**src/hge_pkg.sv**
```systemverilog
// ----------------------------------------------------------------------------
// HTTP GET host extractor package
// Shared constants, byte codes, match patterns and the classification word
// that travels from the front end to the parser through the queue.
// ----------------------------------------------------------------------------
package hge_pkg;

  localparam int MAX_PAYLOAD_DEF = 2048;
  localparam int QUEUE_DEPTH_DEF = 4;

  // Widths of the result fields.
  localparam int OFF_W    = 11;
  localparam int LEN_W    = 12;
  localparam int RESULT_W = 72;

  localparam logic [7:0] CH_TAB   = 8'h09;
  localparam logic [7:0] CH_LF    = 8'h0A;
  localparam logic [7:0] CH_CR    = 8'h0D;
  localparam logic [7:0] CH_SP    = 8'h20;
  localparam logic [7:0] CH_COLON = 8'h3A;

  localparam logic [31:0] PAT_GET     = 32'h4745_5420;  // "GET "
  localparam logic [31:0] PAT_HOST_UC = 32'h486F_7374;  // "Host"
  localparam logic [31:0] PAT_HOST_LC = 32'h686F_7374;  // "host"
  localparam logic [31:0] PAT_REFE    = 32'h5265_6665;  // "Refe"
  localparam logic [31:0] PAT_RER     = 32'h7265_723A;  // "rer:"

  // Classification of one payload byte, made at the front end.
  typedef struct packed {
    logic last;      // final byte of the payload
    logic overflow;  // byte lies beyond the largest payload
    logic pos3;      // byte is at offset three
    logic is_sp;
    logic is_tab;
    logic is_cr;
    logic is_lf;
    logic is_colon;
    logic prev_cr;   // byte before this one is CR
    logic get_hit;   // last four bytes are "GET "
    logic host_hit;  // last four bytes are "Host" or "host" and follow an LF
    logic refe_hit;  // last four bytes are "Refe" and follow an LF
    logic rer_hit;   // last four bytes are "rer:"
  } hge_flags_t;

endpackage

```
**src/hge_front.sv**
```systemverilog
// ----------------------------------------------------------------------------
// HTTP GET host extractor front end
// Accepts payload bytes, keeps the byte offset and a four-byte window, and
// turns each byte into a classification word for the parser.
// ----------------------------------------------------------------------------
module hge_front #(
  parameter int MAX_PAYLOAD = hge_pkg::MAX_PAYLOAD_DEF,
  parameter int POS_W       = $clog2(MAX_PAYLOAD + 1)
) (
  input  logic                clk,
  input  logic                rst,
  input  logic                in_valid,
  input  logic [7:0]          in_byte,
  input  logic                in_last,
  input  logic                push_ready,
  output logic                push,
  output hge_pkg::hge_flags_t flags,
  output logic [POS_W-1:0]    pos_out
);

  logic [POS_W-1:0] pos;
  logic [31:0]      window;
  logic [31:0]      window_next;
  logic             line_start;

  assign push        = in_valid && push_ready;
  assign pos_out     = pos;
  assign window_next = {window[23:0], in_byte};
  // The byte that falls out of the window is the one before a four-byte match.
  assign line_start  = (window[31:24] == hge_pkg::CH_LF);

  always_comb begin
    flags.last     = in_last;
    flags.overflow = (pos >= POS_W'(MAX_PAYLOAD));
    flags.pos3     = (pos == POS_W'(3));
    flags.is_sp    = (in_byte == hge_pkg::CH_SP);
    flags.is_tab   = (in_byte == hge_pkg::CH_TAB);
    flags.is_cr    = (in_byte == hge_pkg::CH_CR);
    flags.is_lf    = (in_byte == hge_pkg::CH_LF);
    flags.is_colon = (in_byte == hge_pkg::CH_COLON);
    flags.prev_cr  = (window[7:0] == hge_pkg::CH_CR);
    flags.get_hit  = (window_next == hge_pkg::PAT_GET);
    flags.host_hit = line_start && ((window_next == hge_pkg::PAT_HOST_UC) ||
                                    (window_next == hge_pkg::PAT_HOST_LC));
    flags.refe_hit = line_start && (window_next == hge_pkg::PAT_REFE);
    flags.rer_hit  = (window_next == hge_pkg::PAT_RER);
  end

  always_ff @(posedge clk) begin
    if (rst) begin
      pos    <= '0;
      window <= '0;
    end else if (push) begin
      if (in_last) begin
        pos    <= '0;
        window <= '0;
      end else if (!flags.overflow) begin
        pos    <= pos + POS_W'(1);
        window <= window_next;
      end
    end
  end

endmodule

```
**src/hge_queue.sv**
```systemverilog
// ----------------------------------------------------------------------------
// HTTP GET host extractor queue
// Short first-in first-out queue between the front end and the parser.
// ----------------------------------------------------------------------------
module hge_queue #(
  parameter int DATA_W = 8,
  parameter int DEPTH  = hge_pkg::QUEUE_DEPTH_DEF
) (
  input  logic              clk,
  input  logic              rst,
  input  logic              push,
  input  logic [DATA_W-1:0] push_data,
  output logic              push_ready,
  input  logic              pop,
  output logic              pop_valid,
  output logic [DATA_W-1:0] pop_data
);

  localparam int PTR_W = $clog2(DEPTH);
  localparam int CNT_W = $clog2(DEPTH + 1);

  logic [DATA_W-1:0] entries [DEPTH];
  logic [PTR_W-1:0]  wr_ptr;
  logic [PTR_W-1:0]  rd_ptr;
  logic [CNT_W-1:0]  count;

  assign push_ready = (count != CNT_W'(DEPTH));
  assign pop_valid  = (count != '0);
  assign pop_data   = entries[rd_ptr];

  always_ff @(posedge clk) begin
    if (push) begin
      entries[wr_ptr] <= push_data;
    end
  end

  always_ff @(posedge clk) begin
    if (rst) begin
      wr_ptr <= '0;
      rd_ptr <= '0;
      count  <= '0;
    end else begin
      if (push) begin
        wr_ptr <= (wr_ptr == PTR_W'(DEPTH - 1)) ? '0 : wr_ptr + PTR_W'(1);
      end
      if (pop) begin
        rd_ptr <= (rd_ptr == PTR_W'(DEPTH - 1)) ? '0 : rd_ptr + PTR_W'(1);
      end
      if (push && !pop) begin
        count <= count + CNT_W'(1);
      end else if (pop && !push) begin
        count <= count - CNT_W'(1);
      end
    end
  end

endmodule

```
**src/hge_back.sv**
```systemverilog
// ----------------------------------------------------------------------------
// HTTP GET host extractor parser
// Runs the request parse over classified bytes and registers one result word
// at the final byte of each payload.
// ----------------------------------------------------------------------------
module hge_back #(
  parameter int POS_W = 12
) (
  input  logic                            clk,
  input  logic                            rst,
  input  logic                            in_valid,
  input  hge_pkg::hge_flags_t             in_flags,
  input  logic [POS_W-1:0]                in_pos,
  output logic                            pop,
  output logic                            m_tvalid,
  input  logic                            m_tready,
  output logic [hge_pkg::RESULT_W-1:0]    m_tdata
);

  typedef enum logic [12:0] {
    PH_PREFIX      = 13'b0_0000_0000_0001,
    PH_URL_SKIP    = 13'b0_0000_0000_0010,
    PH_URL_BODY    = 13'b0_0000_0000_0100,
    PH_HOST_SEARCH = 13'b0_0000_0000_1000,
    PH_HOST_COLON  = 13'b0_0000_0001_0000,
    PH_HOST_SPACE  = 13'b0_0000_0010_0000,
    PH_HOST_VALUE  = 13'b0_0000_0100_0000,
    PH_REF_SEARCH  = 13'b0_0000_1000_0000,
    PH_REF_TAIL    = 13'b0_0001_0000_0000,
    PH_REF_SKIP    = 13'b0_0010_0000_0000,
    PH_REF_VALUE   = 13'b0_0100_0000_0000,
    PH_REF_NONE    = 13'b0_1000_0000_0000,
    PH_REF_DONE    = 13'b1_0000_0000_0000
  } phase_t;

  phase_t           phase, phase_next;
  logic             failed, failed_next;
  logic             host_cut, host_cut_next;
  logic [POS_W-1:0] url_begin, url_begin_next;
  logic [POS_W-1:0] url_finish, url_finish_next;
  logic [POS_W-1:0] host_begin, host_begin_next;
  logic [POS_W-1:0] host_finish, host_finish_next;
  logic [POS_W-1:0] ref_begin, ref_begin_next;
  logic [POS_W-1:0] ref_finish, ref_finish_next;
  logic [POS_W:0]   ref_colon_pos;

  logic             ok;
  logic             ref_ok;
  logic [POS_W-1:0] url_len, host_span, ref_len;
  logic [POS_W+hge_pkg::LEN_W-1:0] url_off_x, url_len_x, host_off_x, host_span_x;
  logic [POS_W+hge_pkg::LEN_W-1:0] ref_off_x, ref_len_x;
  logic [hge_pkg::RESULT_W-1:0]    result;

  // A result word may only leave when the output register is free.
  assign pop = in_valid && (!in_flags.last || !m_tvalid || m_tready);

  assign ref_colon_pos = {1'b0, ref_begin} + (POS_W + 1)'(4);

  always_comb begin
    phase_next       = phase;
    failed_next      = failed;
    host_cut_next    = host_cut;
    url_begin_next   = url_begin;
    url_finish_next  = url_finish;
    host_begin_next  = host_begin;
    host_finish_next = host_finish;
    ref_begin_next   = ref_begin;
    ref_finish_next  = ref_finish;

    if (in_flags.overflow) begin
      failed_next = 1'b1;
    end else if (!failed) begin
      unique case (phase)
        PH_PREFIX: begin
          if (in_flags.pos3) begin
            if (in_flags.get_hit) phase_next = PH_URL_SKIP;
            else failed_next = 1'b1;
          end
        end
        PH_URL_SKIP: begin
          if (in_flags.is_cr || in_flags.is_lf) begin
            failed_next = 1'b1;
          end else if (!in_flags.is_sp) begin
            url_begin_next = in_pos;
            phase_next     = PH_URL_BODY;
          end
        end
        PH_URL_BODY: begin
          if (in_flags.is_sp) begin
            url_finish_next = in_pos;
            phase_next      = PH_HOST_SEARCH;
          end else if (in_flags.is_cr || in_flags.is_lf) begin
            failed_next = 1'b1;
          end
        end
        PH_HOST_SEARCH: begin
          if (in_flags.host_hit) phase_next = PH_HOST_COLON;
        end
        PH_HOST_COLON: begin
          if (in_flags.is_colon) phase_next = PH_HOST_SPACE;
          else failed_next = 1'b1;
        end
        PH_HOST_SPACE: begin
          if (in_flags.is_sp) begin
            host_begin_next = in_pos + POS_W'(1);
            phase_next      = PH_HOST_VALUE;
          end else begin
            failed_next = 1'b1;
          end
        end
        PH_HOST_VALUE: begin
          if (in_flags.is_lf) begin
            // A trailing CR is not part of the host.
            if (!host_cut) begin
              host_finish_next = in_flags.prev_cr ? in_pos - POS_W'(1) : in_pos;
            end
            phase_next = PH_REF_SEARCH;
          end else if (in_flags.is_colon && !host_cut) begin
            host_cut_next    = 1'b1;
            host_finish_next = in_pos;
          end
        end
        PH_REF_SEARCH: begin
          if (in_flags.refe_hit) begin
            ref_begin_next = in_pos;
            phase_next     = PH_REF_TAIL;
          end
        end
        PH_REF_TAIL: begin
          if ({1'b0, in_pos} == ref_colon_pos) begin
            phase_next = in_flags.rer_hit ? PH_REF_SKIP : PH_REF_NONE;
          end
        end
        PH_REF_SKIP: begin
          if (!in_flags.is_sp && !in_flags.is_tab) begin
            ref_begin_next = in_pos;
            phase_next     = PH_REF_VALUE;
          end
        end
        PH_REF_VALUE: begin
          if (in_flags.is_sp || in_flags.is_tab || in_flags.is_cr || in_flags.is_lf) begin
            ref_finish_next = in_pos;
            phase_next      = PH_REF_DONE;
          end
        end
        PH_REF_NONE, PH_REF_DONE: begin
        end
        default: begin
        end
      endcase
    end
  end

  assign ok     = !failed_next && (phase_next inside {PH_REF_SEARCH, PH_REF_TAIL,
                                   PH_REF_SKIP, PH_REF_VALUE, PH_REF_NONE, PH_REF_DONE});
  assign ref_ok = ok && (phase_next == PH_REF_DONE);

  assign url_len   = url_finish_next - url_begin_next;
  assign host_span = host_finish_next - host_begin_next;
  assign ref_len   = ref_finish_next - ref_begin_next;

  // Widen before cutting so that any offset width maps onto the field widths.
  assign url_off_x   = {{hge_pkg::LEN_W{1'b0}}, url_begin_next};
  assign url_len_x   = {{hge_pkg::LEN_W{1'b0}}, url_len};
  assign host_off_x  = {{hge_pkg::LEN_W{1'b0}}, host_begin_next};
  assign host_span_x = {{hge_pkg::LEN_W{1'b0}}, host_span};
  assign ref_off_x   = {{hge_pkg::LEN_W{1'b0}}, ref_begin_next};
  assign ref_len_x   = {{hge_pkg::LEN_W{1'b0}}, ref_len};

  always_comb begin
    result = '0;
    if (ok) begin
      result[0]     = 1'b1;
      result[11:1]  = url_off_x[hge_pkg::OFF_W-1:0];
      result[23:12] = url_len_x[hge_pkg::LEN_W-1:0];
      result[34:24] = host_off_x[hge_pkg::OFF_W-1:0];
      result[46:35] = host_span_x[hge_pkg::LEN_W-1:0];
    end
    if (ref_ok) begin
      result[47]    = 1'b1;
      result[58:48] = ref_off_x[hge_pkg::OFF_W-1:0];
      result[70:59] = ref_len_x[hge_pkg::LEN_W-1:0];
    end
  end

  always_ff @(posedge clk) begin
    if (rst) begin
      phase    <= PH_PREFIX;
      failed   <= 1'b0;
      host_cut <= 1'b0;
    end else if (pop) begin
      if (in_flags.last) begin
        phase    <= PH_PREFIX;
        failed   <= 1'b0;
        host_cut <= 1'b0;
      end else begin
        phase    <= phase_next;
        failed   <= failed_next;
        host_cut <= host_cut_next;
      end
    end
  end

  always_ff @(posedge clk) begin
    if (pop) begin
      url_begin   <= url_begin_next;
      url_finish  <= url_finish_next;
      host_begin  <= host_begin_next;
      host_finish <= host_finish_next;
      ref_begin   <= ref_begin_next;
      ref_finish  <= ref_finish_next;
    end
  end

  always_ff @(posedge clk) begin
    if (rst) begin
      m_tvalid <= 1'b0;
    end else if (pop && in_flags.last) begin
      m_tvalid <= 1'b1;
    end else if (m_tready) begin
      m_tvalid <= 1'b0;
    end
  end

  always_ff @(posedge clk) begin
    if (pop && in_flags.last) begin
      m_tdata <= result;
    end
  end

endmodule

```
**src/http_get_host_extractor_core.sv**
```systemverilog
// ----------------------------------------------------------------------------
// HTTP GET host extractor
// Finds the URL, Host and optional Referer fields of a GET request payload.
// ----------------------------------------------------------------------------
// The block takes one TCP payload byte per word and sustains one word per
// cycle while s_tready is high; the parser takes one byte each cycle while
// the queue holds bytes and, at a last byte, the output register is free.
// A QUEUE_DEPTH-entry queue between the byte classifier and the parser lets
// either side stall. Exactly one result word leaves for each payload, held
// in an output register so the next payload can flow in while it waits.
// When found is low every result field is zero, and the referer fields are
// zero when referer_found is low. Bytes beyond MAX_PAYLOAD fail the parse.
module http_get_host_extractor_core #(
  parameter int MAX_PAYLOAD = hge_pkg::MAX_PAYLOAD_DEF,
  parameter int QUEUE_DEPTH = hge_pkg::QUEUE_DEPTH_DEF
) (
  input  logic        clk,
  input  logic        rst,
  input  logic        s_tvalid,
  output logic        s_tready,
  input  logic [7:0]  s_tdata,   // [7:0] data_byte
  input  logic        s_tlast,
  output logic        m_tvalid,
  input  logic        m_tready,
  // [0] found, [11:1] url_offset, [23:12] url_size, [34:24] host_offset,
  // [46:35] host_size, [47] referer_found, [58:48] referer_offset,
  // [70:59] referer_length, [71] zero
  output logic [71:0] m_tdata
);

  localparam int POS_W  = $clog2(MAX_PAYLOAD + 1);
  localparam int FLAG_W = $bits(hge_pkg::hge_flags_t);
  localparam int Q_W    = FLAG_W + POS_W;

  logic                push;
  hge_pkg::hge_flags_t front_flags;
  logic [POS_W-1:0]    front_pos;
  logic [Q_W-1:0]      q_out;
  logic                q_valid;
  logic                pop;
  hge_pkg::hge_flags_t back_flags;
  logic [POS_W-1:0]    back_pos;

  hge_front #(
    .MAX_PAYLOAD (MAX_PAYLOAD),
    .POS_W       (POS_W)
  ) u_front (
    .clk        (clk),
    .rst        (rst),
    .in_valid   (s_tvalid),
    .in_byte    (s_tdata),
    .in_last    (s_tlast),
    .push_ready (s_tready),
    .push       (push),
    .flags      (front_flags),
    .pos_out    (front_pos)
  );

  hge_queue #(
    .DATA_W (Q_W),
    .DEPTH  (QUEUE_DEPTH)
  ) u_queue (
    .clk        (clk),
    .rst        (rst),
    .push       (push),
    .push_data  ({front_flags, front_pos}),
    .push_ready (s_tready),
    .pop        (pop),
    .pop_valid  (q_valid),
    .pop_data   (q_out)
  );

  assign back_flags = hge_pkg::hge_flags_t'(q_out[Q_W-1:POS_W]);
  assign back_pos   = q_out[POS_W-1:0];

  hge_back #(
    .POS_W (POS_W)
  ) u_back (
    .clk      (clk),
    .rst      (rst),
    .in_valid (q_valid),
    .in_flags (back_flags),
    .in_pos   (back_pos),
    .pop      (pop),
    .m_tvalid (m_tvalid),
    .m_tready (m_tready),
    .m_tdata  (m_tdata)
  );

endmodule
```
**config.mk**
```make
export PLATFORM = sky130hd
export DESIGN_NAME = http_get_host_extractor_core
export DESIGN_NICKNAME = d
export VERILOG_FILES = /design/src/hge_pkg.sv /design/src/hge_front.sv /design/src/hge_queue.sv /design/src/hge_back.sv /design/src/http_get_host_extractor_core.sv
export SDC_FILE = /design/constraint.sdc
export NUM_CORES = 1
export LEC_CHECK = 0
export BUFFER_PORTS_ARGS = -buffer_cell sky130_fd_sc_hd__buf_2
export CAP_MARGIN = 20
export CELL_PAD_IN_SITES_DETAIL_PLACEMENT = 1
export CELL_PAD_IN_SITES_GLOBAL_PLACEMENT = 1
export CORE_MARGIN = 5
export CORE_UTILIZATION = 50
export CTS_BUF_LIST = sky130_fd_sc_hd__clkbuf_8
export DETAILED_ROUTE_END_ITERATION = 8
export GPL_ROUTABILITY_DRIVEN = 0
export HOLD_SLACK_MARGIN = 0.06
export PLACE_DENSITY = 0.92
export SYNTH_ARGS = -nofsm -noshare
export SYNTH_HDL_FRONTEND = slang
export SYNTH_SLANG_ARGS = --single-unit
```
**constraint.sdc**
```tcl
create_clock -name clk -period 14.8 [get_ports clk]
set_clock_uncertainty 0.05 [all_clocks]
set_input_delay 0.74 -clock clk [delete_from_list [all_inputs] [get_ports clk]]
set_output_delay 0.74 -clock clk [all_outputs]
set_load 0.01 [all_outputs]
```
==> Word-level counts from Yosys, hierarchy flattened <==
Memories as Yosys holds them, arrays and structs flattened. A register that Yosys moved wholly into a read port is not among the register bits.
Index checks and enable logic that the tools add are counted.
Widths: inputs -> output; s select.
{ "totals": {"register_bits": 210, "ramBits": 100, "wordCells": 182, "mem_count": 1} }
{ "mem_list": {"columns": ["memory", "depth", "word_bits", "rd", "rd_ports_with_merged_regs", "write_ports", "line_no", "text"], "rows": [
  ["u_queue.entries", 4, 25, 1, 1, 1, "hge_queue.sv:22", "logic [DATA_W-1:0] entries [DEPTH];"]
]} }
{ "classes": {"addsub": 11, "n_lt_le_gt_ge": 1, "n_eq_ne": 38, "mux": 79, "reduce_logical": 34} }
{ "op_table": {"columns": ["cell", "n"], "rows": [
  ["$mux 12", 31],
  ["$mux 13", 16],
  ["$eq 32x31->1 const B", 5],
  ["$pmux 13 s11", 1],
  ["$mux 32", 2],
  ["$eq 8x4->1 const B", 5],
  ["$sub 12x12->12", 3],
  ["$eq 13x10->1 const B", 2],
  ["$eq 13x11->1 const B", 2],
  ["$eq 13x8->1 const B", 2],
  ["$eq 13x9->1 const B", 2],
  ["$add 12x1->12 const B", 2],
  ["$pmux 12 s2", 1],
  ["$mux 1", 21],
  ["$eq 8x6->1 const B", 2],
  ["$add 12x3->13 const B", 1],
  ["$eq 12x13->1", 1],
  ["$eq 13x1->1 const B", 1],
  ["$eq 13x12->1 const B", 1],
  ["$eq 13x13->1 const B", 1],
  ["$eq 13x2->1 const B", 1],
  ["$eq 13x3->1 const B", 1],
  ["$eq 13x4->1 const B", 1],
  ["$eq 13x5->1 const B", 1],
  ["23 further kinds", 57]
]} }

==> Logic depth before layout (Yosys ltp) <==
{ "depth": {"word_depth": 12, "depth_mapped": 25} }

==> Cells and area by module <==
From an unflattened synthesis, not the netlist that was laid out.
{ "unflattened": {"cells_unflattened": 1379, "hier_area_um2": 16126.7} }
{ "modules_own_cells": {"columns": ["module", "instances", "cells_each", "area_per_inst_um2", "seq_area_each_um2"], "rows": [
  ["hge_back", 1, 932, 9836.9, 4614.4],
  ["hge_queue", 1, 176, 4092.7, 3183.1],
  ["hge_front", 1, 271, 2197.1, 880.8]
]} }

==> Worst setup path before layout <==
Ideal clock, no wire load.
{ "synth_timing": {"kind": "register to register", "from": "register with a tool-made name", "to": "register u_back.phase[12]", "setup_ns": 0.128, "arrival_time_ns": 5.787, "slack_ns": 8.835, "stages_incl_launch_ff": 13, "synth_period_minus_slack_ns": 5.965, "path_cell_list": "dfxtp_1 > buf_6 > buf_6 > buf_6 > mux4_2 > a21o_1 > clkbuf_1 > inv_1 > and2_1 > clkbuf_1 > inv_1 > a21oi_1 > nor2_1"} }
{ "synth_rtl": {"columns": ["element", "line_no", "text"], "rows": [
  ["end signal, assigned", "hge_back.sv:197", "phase <= phase_next;"],
  ["end, declared", "hge_back.sv:36", "phase_t phase, phase_next;"]
]} }

==> qor.csv <==
stage;metric;value;unit
run_status;outcome;finished clean;
sta;Max Clock Freq;158;MHz
clocking;post-CTS sizing;0;
setup_path;critical path fanouts, max;27;
route;routed length per instance;22.8;um
yosys;Async S/R FF share, synth;0;%
setup_path;Setup CP Type;reg -> reg;
sta;Tcrit/Tclk final;42.7;%
sta;Final Hold Fails;0;
sta;min cycle time layout;6.32;ns
die;row count;64;
sta;final setup vio count;0;
route;# DRC;0;
setup_path;Worst EP required;15.05;ns
die;Die Area;0.0343;mm2
clocking;hold_buf cts;0;
route;vias per cell;6.08;
power;register share of total power;36.4;%
power;Logic pwr share;43.3;%
power;Power per Cell Area;218;mW/mm2
sta;Fin Setup TNS;0;ns
yosys;average size of a mapped cell;11.6;um2
power;internal power;2.21;mW
cells_and_area;filler cell count;3226;
clocking;Num CTS Buffers;52;
yosys;Synth Register Bits;312;
placement;post-DP HPWL;29000;um
global_route;Overflow after GRT;0;
power;Sw Share;40.7;%
clocking;Max Buffers Root-to-Sink;3;
sta;worst slew pin tran;1.11;ns
global_route;Total GRT Usage;24.4;%
die;I/O Pins;87;
power;peak supply drop;0.0982;mV
yosys;Synth Flop Type;edfxtp_1;
yosys;area leader, netlist;edfxtp_1;
yosys;Ys Warns;0;
route;DRT iter0 DRCs;1003;
clocking;# H-tree levels;2;
yosys;Synth top area share;47.5;%
cells_and_area;NumNets Final;1476;
global_route;pin count of the biggest net entering global routing;76;
flow_run;Max-Cap Viols;0;
die;Die Height;185;um
die;Die Wd;185;um
cells_and_area;proportion of layout cells with a drive suffix above 1;18.6;%
yosys;mapped cell area;0.0154;mm2
global_route;vias in the first global route;11900;
setup_path;reg-to-reg setup timing slack;8.48;ns
clocking;CTS sink count;312;
clocking;CTS tree;done;
cells_and_area;Post-Layout Cell Count;1854;
clocking;latest clock arrival within the worst-skew pair;0.60;ns
die;starting density of the core;50.4;%
clocking;Setup Fix Bufs, Post-CTS;0;
setup_path;Arr. time, crit path;6.57;ns
cells_and_area;Diodes inserted;0;
die;placeable core area;0.0305;mm2
route;final wirelength;42400;um
setup_path;CP Capture Type;register;
yosys;Mapped Cells;1329;
cells_and_area;P&R area growth vs syn;11.3;%
placement;Inst Count DP;1757;
power;sw power;1.52;mW
setup_path;CP Launch Type;register;
sta;Pins Over Slew Limit;0;
placement;count of buffers from port buffering;85;
yosys;Yosys cell types;73;
route;post-route ant nets;0;
yosys;Post-synth EDFFs;243;
power;Leak;6.45;nW
placement;pre-CTS setup slack;8.50;ns
clocking;CTS Root Cell;clkbuf_8;
sta;Slew HR;26.1;%
yosys;largest cells by area after synthesis;edfxtp_1, dfxtp_1, nor2_1, mux4_2, ha_1;
route;router iterations before antenna repair;6;
global_route;global-route wire length before repair;66000;um
yosys;syn nets;1390;
yosys;Seq/Total Area, Yosys;56.5;%
route;Vias;11300;
cells_and_area;most frequent cells in the layout;edfxtp_1, nor2_1, inv_1;
min_path;hold crit path type;in -> reg;
cells_and_area;commonest non-fill, non-tap cell in the layout;edfxtp_1;
clocking;Clk pin slew, worst setup/hold paths;0.06;ns
sta;Worst Hold Slack;0.411;ns
cells_and_area;post-layout util;56.1;%
sta;fin worst setup slack;8.48;ns
sta;RSZ-0062 raised after global routing;no;
power;Clk pwr share;20.2;%
global_route;initial antenna violation count;0;
## cells in the mapped netlist (9+ instances only)
| master | number |
|---|---|
| mux4_2 | 25 |
| nand2_1 | 76 |
| a21oi_1 | 59 |
| nor2b_1 | 13 |
| nand2b_1 | 9 |
| mux2i_1 | 24 |
| a22oi_1 | 40 |
| o21ai_0 | 59 |
| inv_1 | 80 |
| dfxtp_1 | 69 |
| xor2_1 | 24 |
| mux2_2 | 21 |
| nor3_1 | 36 |
| nor4_1 | 17 |
| nor2_2 | 30 |
| buf_2 | 9 |
| ha_1 | 44 |
| xnor2_1 | 35 |
| clkbuf_1 | 47 |
| nor2_1 | 152 |
| nand4_1 | 25 |
| a22o_1 | 9 |
| nand3_1 | 33 |
| edfxtp_1 | 243 |
| or3_1 | 15 |
## cells by family after synthesis
group / after synthesis / synth area share [%]
other: 1 / 0.0244
AOI/OAI and AO/OA: 223 / 9.20
DFF: 312 / 56.5
and+or+nand+nor: 463 / 15.4
muxes: 70 / 6.76
adders and majority gates: 48 / 4.10
buffers and inverters: 149 / 4.13
xor gates and xnor gates: 63 / 3.96
## path summary, 6_finish.rpt
kind                startpoint                 end  cells after the start
min reg2reg  u_queue.wr_ptr[1]   u_queue.wr_ptr[1]                      2
max                   register  u_back.m_tdata[45]                     21
max reg2reg           register  u_back.m_tdata[45]                     21
min                   m_tready     u_back.m_tvalid                      4
## final cells by class
class | count | area [um2] | area share, %
Multi-Input combinational cell | 868 | 6070 | 35.5
Clock inverter | 39 | 225 | 1.32
Timing Repair Buffer | 100 | 538 | 3.14
Clock buffer | 58 | 798 | 4.67
Inverter | 81 | 304 | 1.78
Sequential cell | 312 | 8680 | 50.7
Tap cell | 396 | 495 | 2.90
## power by group through the flow
stage          registers [mW]  clock network [mW]  logic, mW
2_1_floorplan            1.36                   0       1.09
3_3_place_gp             1.35                   0       1.43
3_5_place_dp             1.38                   0       1.56
4_1_cts                  1.36               0.768       1.60
5_1_grt                  1.38               0.815       1.74
6_report                 1.36               0.755       1.62
## worst max-delay path, stage by stage, from the launching register on
cell,delay (ns)
dfxtp_2,0.94
mux4_2,0.61
nor2_2,0.38
nand2_1,0.18
nor2_1,0.62
o21ai_1,0.42
a22o_1,0.36
inv_1,0.07
ha_1,0.17
inv_1,0.07
fa_1,0.47
nand2_1,0.09
nand2_1,0.06
a21oi_1,0.25
o21ai_0,0.14
a21oi_1,0.26
o21bai_1,0.11
a21oi_1,0.23
o21ai_0,0.11
a21oi_1,0.18
xor2_1,0.21
nor2_2,0.05
## state kept, by name, indices dropped and copies added (netlist names), 3 cells and up, named ones only
name / flops
u_back.ref_begin: 12
u_back.host_finish: 12
u_back.host_begin: 12
u_back.url_finish: 12
u_queue.count: 3
u_back.url_begin: 12
u_back.m_tdata: 71
u_back.phase: 13
u_queue.entries: 100
u_back.ref_finish: 12
u_front.pos_out: 12
u_front.window: 32
## layer usage
layer	GRT usage [%]	part of all wire (%)	vias up
li1	-	-	5054
met1	29.1	38	5661
met2	44.3	53	441
met3	3.89	6.0	121
met4	8.98	3.4	0
met5	0	0	-
## metrics by stage
step / power [mW] / instance area, um2
finish: 3.73 / 17100
global route: 3.93 / 17100
CTS: 3.73 / 17100
detailed placement: 2.94 / 16100
global placement: 2.78 / 16100
floorplan: 2.45 / 15400
Power figures use the tool's default switching activity.
